## config.mk

```make
export PLATFORM = sky130hd
export DESIGN_NAME = itwm_ram
export DESIGN_NICKNAME = d
export VERILOG_FILES = /design/src/rtl/itwm_ram.sv
export SDC_FILE = /design/constraint.sdc
export NUM_CORES = 1
export LEC_CHECK = 0
export ABC_AREA = 0
export BUFFER_PORTS_ARGS = -buffer_cell sky130_fd_sc_hd__buf_2
export CAP_MARGIN = 30
export CORE_UTILIZATION = 65
export CTS_BUF_LIST = sky130_fd_sc_hd__clkbuf_8
export DETAILED_ROUTE_END_ITERATION = 12
export GPL_TIMING_DRIVEN = 0
export PLACE_DENSITY = 0.86
export SLEW_MARGIN = 25
export SYNTH_ARGS = -nofsm -noshare
export SYNTH_HDL_FRONTEND = slang
export SYNTH_SLANG_ARGS = --single-unit
```

## constraint.sdc

```tcl
create_clock -name clk -period 8.81 [get_ports clk]
set_input_delay 0.881 -clock clk [delete_from_list [all_inputs] [get_ports clk]]
set_output_delay 0.881 -clock clk [all_outputs]
set_load 0.02 [all_outputs]
```

## src/rtl/itwm_ram.sv

```systemverilog
// ----------------------------------------------------------------------------
// itwm_ram: simple dual-port synchronous memory
// One write port, one read port with registered read data (read-old on a
// same-address collision).
// ----------------------------------------------------------------------------
module itwm_ram #(
  parameter int DATA_W = 32,
  parameter int DEPTH  = 8,
  parameter int ADDR_W = 3
) (
  input  logic              clk,
  input  logic              we,
  input  logic [ADDR_W-1:0] waddr,
  input  logic [DATA_W-1:0] wdata,
  input  logic [ADDR_W-1:0] raddr,
  output logic [DATA_W-1:0] rdata
);

  logic [DATA_W-1:0] mem [DEPTH];
  logic [DATA_W-1:0] rdata_r;

  // write port
  always_ff @(posedge clk) begin
    if (we) begin
      mem[waddr] <= wdata;
    end
  end

  // registered read port
  always_ff @(posedge clk) begin
    rdata_r <= mem[raddr];
  end

  assign rdata = rdata_r;

endmodule

```

==> flow_metrics.tcl <==
set metrics [dict create \
    outcome "completed" \
    p_leak_nw 4.25 \
    synth_warnings 0 \
    slew_violations 0 \
    synth_nets 455 \
    grt_pass1_wl_mm 29.2 \
    peakVddDrop_v 0.000239 \
    max_freq_mhz 445 \
    grt_max_degree 20 \
    core.rowCount 46 \
    die-height_um 129 \
    fin_cells 798 \
    syn-cell-area_um2 10500 \
    path_max_fanout 8 \
    io_pins 72 \
    end_kind "register" \
    cts-root-buf "clkbuf_8" \
    place_hpwl_mm 12.4 \
    synth-seq-area-share 0.796 \
    power.density_nw_per_um2 224 \
    cts_sinks 288 \
    gp_congestion 0.734 \
    ys_ff_latch 288 \
    grt_pass1_vias 5020 \
    rr_startpoint "mem[0][17]" \
    yosysTopAreaCell "edfxtp_1" \
    finalClockSkew_ns 0.0118 \
    top_layer "met4" \
    cts_buffers 44 \
    path_clk_slew_ns 0.06 \
    layout_min_cycle_time_ns 2.25 \
    max-slew-margin-rel 0.446 \
    drtPass1Iterations 5 \
    drt-vias-per-instance 6.04 \
    setup_violations 0 \
    worstPathRequired_ns 9.05 \
    m1WireLength_mm 7.27 \
    drt_wl_total_mm 20.2 \
    drive_gt1_frac 0.372 \
    antenna_found_initial 0 \
    hold_path.class "input pin to register" \
    setup.worst_path.start_class "input pin" \
    die_x_um 129 \
    cts_buffer_depth 3 \
    hold-path-endpoint "mem[2][4]" \
    rr_worst_depth 2 \
    min_from "wdata[4]" \
    cp.arrival_ns 2.48 \
    grt_overflow_total 0 \
    regToRegSetupSlack_ns 7.40 \
    tritoncts "yes" \
    layout_common_cells "edfxtp_1, buf_2, clkbuf_8, mux4_1" \
    worstMarginPinSlew_ns 0.830 \
    post_cts.repair.setup_buffers 0 \
    wl_met2_mm 10.7 \
    synth_area_leaders "edfxtp_1, mux4_1, dfxtp_1" \
    placement.cell_area_um2 11400 \
    grt_setup_unrepaired "no" \
    start_util 0.661 \
    syn-instance-count 415 \
    drc_errors 0 \
    ant_nets 0 \
    nFillCells 765 \
    design.die.area_um2 16600 \
    synth_top_area_frac 0.734 \
    hold_violations 0 \
    min_delay_path_depth 1 \
    setup_tns_ns 0 \
    r2r_end "rdata[17]" \
    syn_to_final_growth_pct 16.6 \
    final_core_util 0.771 \
    maxCapViolCount 0 \
    dp_cells 715 \
    nets 585 \
    worstSkewPairLatency_ns 0.55 \
    grt_usage 0.257 \
    ctsHoldBuffers 0 \
    core_um2 15800 \
    final_area_um2 12200 \
    dr_total_vias 4821 \
    worst-setup-path-type "input pin to register" \
    synth_cell_types 13 \
    final_common_cell "edfxtp_1" \
    synth.avg_cell_area_um2 25.2 \
    htree_levels 2 \
    met3_length_mm 1.44 \
    min_period_over_period 0.255 \
    wl_per_cell_um 25.3 \
    portBuffers 68 \
    drt-initial-drc-count 401 \
    cts.repair.resized 0 \
]
==> cells by family after synthesis <==
kind of cell	after synthesis	synth area share
AND/OR/NAND/NOR	13	0.00562
flip-flops	288	0.796
buffers and inverters	18	0.0122
multiplexers	96	0.186
==> critical path, cell delays in order <==
cell	delay (ns)
buf_2	0.10
nand2b_1	0.31
nor3_2	0.64
buf_4	0.32
buf_4	0.22
==> cell usage after synthesis, drive strengths merged <==
| master | count |
|---|---|
| dfxtp | 32 |
| clkbuf | 1 |
| nand2b | 3 |
| nor3 | 2 |
| nor2 | 6 |
| mux2 | 32 |
| mux4 | 64 |
| nand2 | 2 |
| edfxtp | 256 |
| buf | 17 |
==> power breakdown <==
part           total (mW)  switching [mW]  leakage [nW]  internal, mW
clock network        1.00           0.480         0.467         0.523
logic               0.171          0.0963          1.19        0.0750
registers            1.56          0.0141          2.60          1.54
total                2.73           0.590          4.25          2.14
==> sequential cells by signal, indices dropped and copies added (netlist names) <==
signal	flops
mem	256
rdata	32
==> stage by stage <==
step | setup slack [ns] | hold slack [ns] | power [mW]
detailed placement | 6.03 | 0.659 | 1.76
global route | 6.53 | 0.581 | 2.82
floorplan | 5.08 | 0.641 | 1.68
global placement | 2.84 | 0.648 | 1.74
finish | 6.56 | 0.605 | 2.73
CTS | 6.59 | 0.578 | 2.75
==> layout make-up <==
class	instances	area, um^2	share of cell area
Clock buffer	47	647	0.0530
Buffer	18	128	0.0105
Antenna cell	1	2.50	0.000205
Tap cell	216	270	0.0221
Clock inverter	35	171	0.0140
Timing Repair Buffer	84	593	0.0486
Sequential cell	288	8330	0.682
Multi-Input combinational cell	109	2070	0.169
==> routing by layer <==
| layer | vias to the layer above | GRT usage |
|---|---|---|
| met3 | 58 | 0.0636 |
| met4 | 0 | 0.129 |
| met5 | - | 0 |
| li1 | 2062 | - |
| met1 | 2449 | 0.310 |
| met2 | 252 | 0.438 |
==> worst max path at each step <==
| stage | slack [ns] | endpoint | startpoint |
|---|---|---|---|
| after floorplan | 5.08 | mem[0][0] | waddr[2] |
| after global placement | 2.84 | mem[0][3] | waddr[2] |
| after detailed placement | 6.03 | mem[0][20] | waddr[2] |
| after CTS | 6.59 | mem[0][10] | waddr[2] |
| after global routing | 6.53 | mem[0][3] | waddr[2] |
| final | 6.56 | mem[0][10] | waddr[2] |
Power figures use the tool's default switching activity.
