File: config.mk
export PLATFORM = sky130hd
export DESIGN_NAME = itwm_out_fifo
export DESIGN_NICKNAME = d
export VERILOG_FILES = /design/src/rtl/itwm_pkg.sv /design/src/rtl/itwm_out_fifo.sv
export SDC_FILE = /design/constraint.sdc
export NUM_CORES = 1
export LEC_CHECK = 0
export ABC_AREA = 1
export ABC_CLOCK_PERIOD_IN_PS = 6400
export BUFFER_PORTS_ARGS = -buffer_cell sky130_fd_sc_hd__clkbuf_2
export CORE_ASPECT_RATIO = 1.4
export CORE_MARGIN = 3
export CORE_UTILIZATION = 45
export DETAILED_ROUTE_END_ITERATION = 8
export SKIP_CTS_REPAIR_TIMING = 1
export SYNTH_ARGS = -nofsm -noshare
export SYNTH_HDL_FRONTEND = slang
export SYNTH_SLANG_ARGS = --single-unit
File: constraint.sdc
create_clock -name clk -period 6.4 [get_ports clk]
set_input_delay 0.64 -clock clk [delete_from_list [all_inputs] [get_ports clk]]
set_output_delay 0.64 -clock clk [all_outputs]
set_load 0.02 [all_outputs]
File: src/rtl/itwm_pkg.sv
// ----------------------------------------------------------------------------
// itwm_pkg: shared types and constants of the interval timer window mean
// Field widths, window geometry, per-channel state record and result word.
// ----------------------------------------------------------------------------
package itwm_pkg;

  // field widths of the ports
  localparam int CH_PORT_W = 3;
  localparam int TIME_W    = 32;

  // window geometry, a power of two so the mean is a plain shift
  localparam int WINDOW = 16;
  localparam int SLOT_W = $clog2(WINDOW);
  localparam int SUM_W  = TIME_W + SLOT_W;
  localparam logic [SLOT_W-1:0] SLOT_LAST = SLOT_W'(WINDOW - 1);

  // result queue geometry
  localparam int FIFO_DEPTH = 4;
  localparam int FIFO_AW    = $clog2(FIFO_DEPTH);
  localparam int FIFO_CNT_W = FIFO_AW + 1;

  // mark kinds
  localparam logic MARK_START = 1'b0;
  localparam logic MARK_END   = 1'b1;

  // per-channel record held in the channel memory
  typedef struct packed {
    logic [TIME_W-1:0] stamp;
    logic [SUM_W-1:0]  sum;
    logic [SLOT_W-1:0] slot;
    logic              wrapped;
  } chan_state_t;

  // one result word
  typedef struct packed {
    logic [CH_PORT_W-1:0] channel;
    logic [TIME_W-1:0]    duration;
    logic [TIME_W-1:0]    mean;
  } out_word_t;

endpackage

File: src/rtl/itwm_out_fifo.sv
// ----------------------------------------------------------------------------
// itwm_out_fifo: result queue
// Small register queue that decouples the compute pipeline from the output
// handshake; its fill level feeds the input credit check.
// ----------------------------------------------------------------------------
module itwm_out_fifo (
  input  logic                                clk,
  input  logic                                rst_n,
  input  logic                                push,
  input  itwm_pkg::out_word_t                 push_word,
  output logic                                pop_valid,
  input  logic                                pop_ready,
  output itwm_pkg::out_word_t                 pop_word,
  output logic [itwm_pkg::FIFO_CNT_W-1:0]     level
);

  itwm_pkg::out_word_t                  mem_r [itwm_pkg::FIFO_DEPTH];
  logic [itwm_pkg::FIFO_AW-1:0]         wp_r;
  logic [itwm_pkg::FIFO_AW-1:0]         rp_r;
  logic [itwm_pkg::FIFO_CNT_W-1:0]      cnt_r;
  logic                                 pop;

  assign pop       = pop_valid & pop_ready;
  assign pop_valid = (cnt_r != '0);
  assign pop_word  = mem_r[rp_r];
  assign level     = cnt_r;

  // storage
  always_ff @(posedge clk) begin
    if (push) begin
      mem_r[wp_r] <= push_word;
    end
  end

  // pointers and fill level
  always_ff @(posedge clk) begin
    if (!rst_n) begin
      wp_r  <= '0;
      rp_r  <= '0;
      cnt_r <= '0;
    end else begin
      if (push) begin
        wp_r <= wp_r + itwm_pkg::FIFO_AW'(1);
      end
      if (pop) begin
        rp_r <= rp_r + itwm_pkg::FIFO_AW'(1);
      end
      case ({push, pop})
        2'b10:   cnt_r <= cnt_r + itwm_pkg::FIFO_CNT_W'(1);
        2'b01:   cnt_r <= cnt_r - itwm_pkg::FIFO_CNT_W'(1);
        default: cnt_r <= cnt_r;
      endcase
    end
  end

endmodule

==> results of run 1 <==
logic make-up after synthesis:
kind of cell	count (synthesis)
compound gates	210
fa+ha+maj	6
simple gates	158
flops	277
buf+inv	62
layer usage:
layer  part of all wire  vias up  track usage  routed length [µm]
li1                   -     2914            -                   -
met1               0.39     3122       0.2020                8435
met2               0.53      175       0.3174               11540
met3              0.060       38      0.03732                1310
met4              0.021        0      0.05297                 462
met5                  0        -            0                   0
through the flow:
step                utilization  area [µm²]  power, W
global placement         0.4982       11260  0.002988
global route             0.5331       12050  0.004591
finish                   0.5331       12050  0.004381
CTS                      0.5331       12050  0.004437
floorplan                     -       10400  0.002744
detailed placement       0.4982       11260  0.003022
synth_stat cells (all sizes together):
| cell | number |
|---|---|
| edfxtp | 268 |
| clkbuf | 18 |
| dfxtp | 9 |
| fa | 1 |
| inv | 19 |
| o22ai | 67 |
| nand2 | 15 |
| nand3 | 3 |
| o21ai | 138 |
| nor2 | 140 |
| a21oi | 5 |
| ha | 5 |
| buf | 25 |
flip-flops by register name, summed over array words and instances (netlist names), named ones only:
register / cells
rp_r: 2
mem_r: 268
wp_r: 2
level: 3
cell type report:
type                       count  area [µm²]
timing repair buffer         148       758.2
sequential                   277        8233
multi-input combinational    374        1814
clock inverter                13       92.59
fill                        1947       10560
clock buffer                  31       698.2
inverter                      19       81.33
tap                          301       376.6
report_power, final:
part	total, W	switching [W]	internal [W]
Clock	0.00141	0.000604	0.000810
Combinational	0.000838	0.000601	0.000237
Sequential	0.00213	0.0000490	0.00208
Total	0.00438	0.00125	0.00313
worst paths after layout:
path,end,from,slack (ps)
max,pop_word[18],flip-flop,3020
min,mem_r[3][23]$_DFFE_PP_,push_word[23],350
max reg2reg,mem_r[1][31]$_DFFE_PP_,wp_r[1]$_SDFFE_PN0P_,4470
min reg2reg,flip-flop,rp_r[1]$_SDFFE_PN0P_,520
==> impl_results.md, run 1 <==
- Wire per inst: 18.70 µm
- Global-route total usage across every layer: 0.1725
- Vias: 6,249
- Starting Density: 0.4602
- Site Rows: 65
- Inst Count DP: 1,119
- Initial antenna violation count: 0
- Minimum clock period: 3376 ps
- Arrival time worst endpoint: 2740 ps
- Xor/xnor share of the synthesized area: 0
- Max_cap viols: 0
- Via-to-Cell Ratio: 5.373
- Fin Hold WS: 349.1 ps
- CP Data Required Time: 5760 ps
- Syn_area_per_cell: 14.59 µm²
- CTS Root Cell: clkbuf_16
- Final setup fails: 0
- Outcome: finished clean
- Cell count after synthesis: 713
- Pre-CTS setup slack: 3513 ps
- Worst Slack Setup Final: 3024 ps
- Clock Pin Slew Worst Setup and Hold Paths: 70 ps
- Synthesized flop and latch total: 277
- GPL Wtd Cong: 0.7515
- Cts bufs inserted: 25
- CTS Buffer Depth: 3
- Hold depth: 1
- Most area-hungry cell type in the Yosys netlist: edfxtp_1
- Register area share after synthesis: 0.7909
- Worst vdd ir: 0.2083 mV
- Drt first pass iters: 4
- Critical path depth in cells: 4
- Setup TNS: 0 ps
- Iter 0 DRT Violations: 434
- Largest net degree at the start of global routing: 135
- CP endpoint kind: output pin
- First-pass GRT wire length: 34,070 µm
- Post-Route WL: 21,750 µm
- Leakage power: 4.271 nW
- Mux cell area share after synthesis: 0
- HPWL after DPL: 11,810 µm
- Area grow syn2layout: 15.86%
- Worst path bufs/invs: 2
- # nets final: 922
- Post-synth top area share: 0.7735
- Crit path launch type: flip-flop
- Power Density: 363.5 mW/mm²
- Largest family of logic cells by synthesized area: compound AO/OA/AOI/OAI gates
- Compound-cell area share of the yosys netlist: 0.1091
- Fin crit share: 0.5276
- Non-Filler Instances: 1,163
- Die Span X: 134.5 µm
- Die area: 0.02501 mm²
- Critical path's top delay family: buffers and inverters
- Worst relative slew slack: 0.3023
- N_diodes: 0
- Slew @ Worst Pin: 1047 ps
- Vias in the first global route: 6,639
- TritonCTS clock tree: yes
- DRT antenna net count: 0
- Simple-Gate Fraction of Synth Area: 0.05737
- Clk_skew: 6.182 ps
- RSZ-0062 raised after global routing: no
- Synth Net Count: 790
- Highest Clock Rate: 296.2 MHz
- Most common cell after layout, fill and taps aside: edfxtp_1
- H-tree depth: 1
- Critical Path Fanout Max: 78
- Input/output buffers: 141
- DRC: 0
- Die H: 185.9 µm
- Crit-path max cell delay: 730 ps
- Clock Latency Late Sink: 510 ps
- Hold/Removal Path Class: in -> reg
- Critical-path cell list: buf_4 -> o21ai_0 -> o22ai_1 -> clkbuf_2
- Post-synthesis adder-cell area fraction: 0.007937
- Final hold violations: 0
- Slowest stage cell, crit path: buf_4
- Grt ovf: 0
- FF-to-FF path depth: 5
- Post-Syn Area: 0.01040 mm²
- Clk sink count: 277
- Most frequent cells in the layout: 268 x edfxtp_1, 141 x clkbuf_2, 140 x nor2_1
- Yosys Warn Count: 0
- Synth cell types: 20
- IO Count: 142
- Area contributors post-synth: edfxtp_1 77%, o21ai_0 6.5%, nor2_1 5.1%, o22ai_1 4.0%, dfxtp_1 1.7%
- Placeable Area: 0.02261 mm²
- Pins Over Slew Limit: 0
- Ratio of cells with drive above 1 in the final layout: 0.2262
- Worst Path Class, Setup: reg -> out
(Power assumes the default switching activity.)
==> run 2, diff against run 1 <==
--- a/config.mk
+++ b/config.mk
@@ -6,7 +6,7 @@
 export NUM_CORES = 1
 export LEC_CHECK = 0
 export ABC_AREA = 1
-export ABC_CLOCK_PERIOD_IN_PS = 6400
+export ABC_CLOCK_PERIOD_IN_PS = 3200
 export BUFFER_PORTS_ARGS = -buffer_cell sky130_fd_sc_hd__clkbuf_2
 export CORE_ASPECT_RATIO = 1.4
 export CORE_MARGIN = 3
==> constraint.sdc (replaced) <==
create_clock -name clk -period 3.2 [get_ports clk]
set_input_delay 0.32 -clock clk [delete_from_list [all_inputs] [get_ports clk]]
set_output_delay 0.32 -clock clk [all_outputs]
set_load 0.02 [all_outputs]
==> run 2 against run 1 <==
Via count shrank 0.56%; non-clock buffer count grew 2; die area is the same; sequential power grew 98%; cell count grew 0.60%; clock power grew 120%; clock skew grew 0.95 ps; first-iteration DRC count shrank 3.9%; critical endpoint is now pop_word[27]; largest power group unchanged.
==> impl_results.md, run 2 (same netlist as run 1, synthesis figures left out) <==
- Outcome: finished clean
- Critical Path Fanout Max: 128
- Reg-to-Reg Start: wp_r[0]$_SDFFE_PN0P_
- HPWL after DPL: 12,320 µm
- CP Data Required Time: 2880 ps
- Clock Latency Late Sink: 510 ps
- DRT antenna net count: 0
- Wire per inst: 18.71 µm
- Largest register FFs: 268
- Most frequent cells in the layout: 268 x edfxtp_1, 141 x clkbuf_2, 140 x nor2_1
- Starting Density: 0.4602
- Leakage power: 4.357 nW
- Largest net degree at the start of global routing: 135
- Critical path's top delay family: buffers and inverters
- Final setup fails: 0
- Worst reg2reg setup slack: 1140 ps
- Die H: 185.9 µm
- Crit path launch type: flip-flop
- Total power after layout: 0.009056 W
- Critical path depth in cells: 4
- Worst Path Class, Setup: reg -> out
- GPL Wtd Cong: 0.7456
- Initial antenna violation count: 0
- CP endpoint kind: output pin
- Critical-path cell list: inv_6 -> o21ai_0 -> o22ai_1 -> clkbuf_2
- Site Rows: 65
- RSZ-0062 raised after global routing: no
- Grt ovf: 0
- Input/output buffers: 141
- Die Span X: 134.5 µm
- Hold/Removal Path Class: in -> reg
- Iter 0 DRT Violations: 417
- IO Count: 142
- Clk_skew: 7.130 ps
- Worst Slack Setup Final: 618.3 ps
- Power Density: 740.6 mW/mm²
- Clk sink count: 277
- Non-Filler Instances: 1,170
- Clock Pin Slew Worst Setup and Hold Paths: 60 ps
- Crit-path max cell delay: 610 ps
- CTS Root Cell: clkbuf_16
- DRC: 0
- Worst relative slew slack: 0.4002
- Pre-CTS setup slack: 1102 ps
- H-tree depth: 1
- Inst Count DP: 1,121
- Final hold violations: 0
- Worst vdd ir: 0.4868 mV
- Global-route total usage across every layer: 0.1687
- Slew @ Worst Pin: 899.8 ps
- First-pass GRT wire length: 33,220 µm
- Worst path bufs/invs: 2
- Fin Hold WS: 21.67 ps
- CTS Buffer Depth: 3
- Worst R2R End: mem_r[0][17]$_DFFE_PP_
- Largest register by flop count: mem_r
- Drt first pass iters: 4
- Highest Clock Rate: 387.3 MHz
- Arrival time worst endpoint: 2260 ps
- # nets final: 925
- Placeable Area: 0.02261 mm²
- Cts bufs inserted: 26
- Die area: 0.02501 mm²
- Fill cells: 1,891
- Pins Over Slew Limit: 0
- Minimum clock period: 2582 ps
- Setup TNS: 0 ps
- Post-Route WL: 21,890 µm
- Max_cap viols: 0
- TritonCTS clock tree: yes
- Via-to-Cell Ratio: 5.311
- Fin crit share: 0.8068
- Vias in the first global route: 6,248
- Ratio of cells with drive above 1 in the final layout: 0.2304
- FF-to-FF path depth: 5
- Setup crit end: pop_word[27]
- Most common cell after layout, fill and taps aside: edfxtp_1
- Area grow syn2layout: 17.53%
- Slowest stage cell, crit path: inv_6
- Vias: 6,214
[run 2: area by class of cell]
cell class	count	area, µm²	area share
diodes	1	2.502	0.0002046
clock buffers	40	794.5	0.06497
clock inverters	8	90.09	0.007367
inverters	19	81.33	0.006651
multi-input cells	374	1814	0.1484
flip-flops and latches	277	8233	0.6733
well taps	301	376.6	0.03080
repair buffers	150	835.8	0.06835
[run 2: worst register-to-register path: stages, from the launching register on]
cell and delay [ps]:
dfxtp_1 360, inv_1 100, ha_1 200, nand2_1 80, clkinv_2 570, buf_12 470
[run 2: worst min path at each step]
stage	slack [ps]	depth (start not counted)	endpoint	from
after CTS	6	1	mem_r[1][30]$_DFFE_PP_	push_word[30]
final	20	1	mem_r[0][56]$_DFFE_PP_	push_word[56]
after floorplan	420	0	mem_r[0][0]$_DFFE_PP_	push_word[0]
after detailed placement	480	2	flip-flop	rp_r[1]$_SDFFE_PN0P_
after global routing	9	1	mem_r[3][64]$_DFFE_PP_	push_word[64]
after global placement	470	2	flip-flop	rp_r[1]$_SDFFE_PN0P_
[run 2: per-layer routing]
metal,track usage,vias to the layer above,share of wire
li1,-,2936,-
met1,0.2208,3082,0.42
met2,0.2874,161,0.50
met3,0.03353,35,0.059
met4,0.05134,0,0.020
met5,0,-,0
[run 2: per-stage QoR]
step / instance area, µm² / utilization
after CTS: 12230 / 0.5407
after global routing: 12230 / 0.5407
after floorplan: 10400 / -
after global placement: 11340 / 0.5016
after detailed placement: 11340 / 0.5016
final: 12230 / 0.5408
[run 2: report_power, final]
group          internal [W]  leakage [nW]  switching [W]
clock               0.00187         0.442        0.00123
sequential          0.00416          2.54      0.0000509
combinational      0.000496          1.38        0.00126
==> run 3, diff against run 2 <==
--- a/config.mk
+++ b/config.mk
@@ -6,7 +6,7 @@
 export NUM_CORES = 1
 export LEC_CHECK = 0
 export ABC_AREA = 1
-export ABC_CLOCK_PERIOD_IN_PS = 3200
+export ABC_CLOCK_PERIOD_IN_PS = 2440
 export BUFFER_PORTS_ARGS = -buffer_cell sky130_fd_sc_hd__clkbuf_2
 export CORE_ASPECT_RATIO = 1.4
 export CORE_MARGIN = 3
==> constraint.sdc (replaced) <==
create_clock -name clk -period 2.44 [get_ports clk]
set_input_delay 0.244 -clock clk [delete_from_list [all_inputs] [get_ports clk]]
set_output_delay 0.244 -clock clk [all_outputs]
set_load 0.02 [all_outputs]
==> run 3 against run 2 <==
Hold slack better by 8.9 ps; cell count up 6.1%; sequential share of layout area down 3.8 points; routed wire length up 1.6%; sequential power up 32%; clock skew up 3.8 ps; global-route usage up 0.38 points; clock power up 25%; die area unchanged; utilization up 3.2 points; final area up 6.0%; total power up 30%; critical path type unchanged; highest routed layer unchanged.
==> impl_results.md, run 3 (same netlist as run 1, synthesis figures left out) <==
- N_diodes: 0
- Slew @ Worst Pin: 459.7 ps
- Non-Filler Instances: 1,241
- Clock Pin Slew Worst Setup and Hold Paths: 60 ps
- CTS Root Cell: clkbuf_16
- CP Data Required Time: 2200 ps
- Largest register FFs: 268
- Cts bufs inserted: 26
- Minimum clock period: 2210 ps
- Vias in the first global route: 6,346
- Multi-input logic area: 0.001814 mm²
- GPL Wtd Cong: 0.7433
- DRT antenna net count: 0
- Worst relative slew slack: 0.6936
- Final setup fails: 0
- Starting Density: 0.4602
- Most frequent cells in the layout: 268 x edfxtp_1, 141 x clkbuf_2, 140 x nor2_1
- CTS Buffer Depth: 3
- Critical Path Fanout Max: 55
- Outcome: finished clean
- Pins Over Slew Limit: 0
- Drt first pass iters: 5
- Inst Count DP: 1,127
- Die area: 0.02501 mm²
- IO Count: 142
- Leakage power: 4.658 nW
- Worst vdd ir: 0.5595 mV
- Arrival time worst endpoint: 1970 ps
- Fin Hold WS: 30.54 ps
- Highest Clock Rate: 452.4 MHz
- Worst Path Class, Setup: reg -> out
- Fill cells: 1,878
- Initial antenna violation count: 0
- Ratio of cells with drive above 1 in the final layout: 0.2170
- CP endpoint kind: output pin
- Setup TNS: 0 ps
- Iter 0 DRT Violations: 501
- Fin crit share: 0.9059
- Wire per inst: 17.91 µm
- Final Util: 0.5730
- Storage cell area: 0.008235 mm²
- Worst Slack Setup Final: 229.7 ps
- Area grow syn2layout: 24.53%
- Global-route total usage across every layer: 0.1725
- Site Rows: 65
- H-tree depth: 1
- Input/output buffers: 141
- Vias: 6,453
- Post-Route WL: 22,230 µm
- DRC: 0
- Clock Latency Late Sink: 510 ps
- Largest net degree at the start of global routing: 68
- Clk_skew: 10.91 ps
- Placeable Area: 0.02261 mm²
- Power Density: 912.0 mW/mm²
- Pre-CTS setup slack: 586.7 ps
- Hold/Removal Path Class: in -> reg
- # nets final: 998
- RSZ-0062 raised after global routing: no
- First-pass GRT wire length: 33,950 µm
- Grt ovf: 0
- Die H: 185.9 µm
- TritonCTS clock tree: yes
- Most common cell after layout, fill and taps aside: edfxtp_1
- Die Span X: 134.5 µm
- HPWL after DPL: 13,000 µm
- Crit path launch type: flip-flop
- Max_cap viols: 0
- Largest register by flop count: mem_r
- Clk sink count: 277
- Final hold violations: 0
- Via-to-Cell Ratio: 5.200
-- run 3: cell count changes in the layout (fill, tap and decap cells not counted), moves of 2 or more --
| cell | delta |
|---|---|
| clkinv_1 | +3 |
| clkbuf_1 | -2 |
| clkbuf_8 | -3 |
| buf_12 | +4 |
| dlygate4sd3_1 | +67 |
-- run 3: layout make-up --
type	count	share of cell area
clock buffers	35	0.05756
clock inverters	12	0.007339
inverters	19	0.006470
multi-input cells	374	0.1400
flip-flops and latches	277	0.6356
well taps	301	0.02907
repair buffers	223	0.1239
-- run 3: per-stage QoR --
| stage | instance area, µm² | power, W |
|---|---|---|
| after global routing | 12960 | 0.01238 |
| after global placement | 11440 | 0.007929 |
| after CTS | 12280 | 0.01185 |
| final | 12960 | 0.01182 |
| after floorplan | 10400 | 0.007196 |
| after detailed placement | 11440 | 0.008002 |
-- run 3: per-layer routing --
layer  share of wire  track usage
met4           0.018      0.04197
met3           0.055      0.03813
met5               0            0
met2            0.53       0.3157
met1            0.40       0.2080
-- run 3: path summary, 6_finish.rpt --
| check | from | to | slack [ps] | cells after the start |
|---|---|---|---|---|
| max | flip-flop | pop_word[55] | 230 | 5 |
| min | rst_n | level[2]$_SDFFE_PN0P_ | 30 | 3 |
| max reg2reg | level[1]$_SDFFE_PN0P_ | level[2]$_SDFFE_PN0P_ | 640 | 11 |
| min reg2reg | rp_r[1]$_SDFFE_PN0P_ | flip-flop | 520 | 2 |
-- run 3: critical path, stage by stage (launching register included) --
cell and delay [ps]:
dfxtp_4 370, inv_8 240, buf_4 330, o21ai_0 130, o22ai_1 170, clkbuf_2 210
-- run 3: where the power goes --
part / switching, W / internal (W)
combinational: 0.00166 / 0.000759
clock: 0.00161 / 0.00225
sequential: 0.0000843 / 0.00545
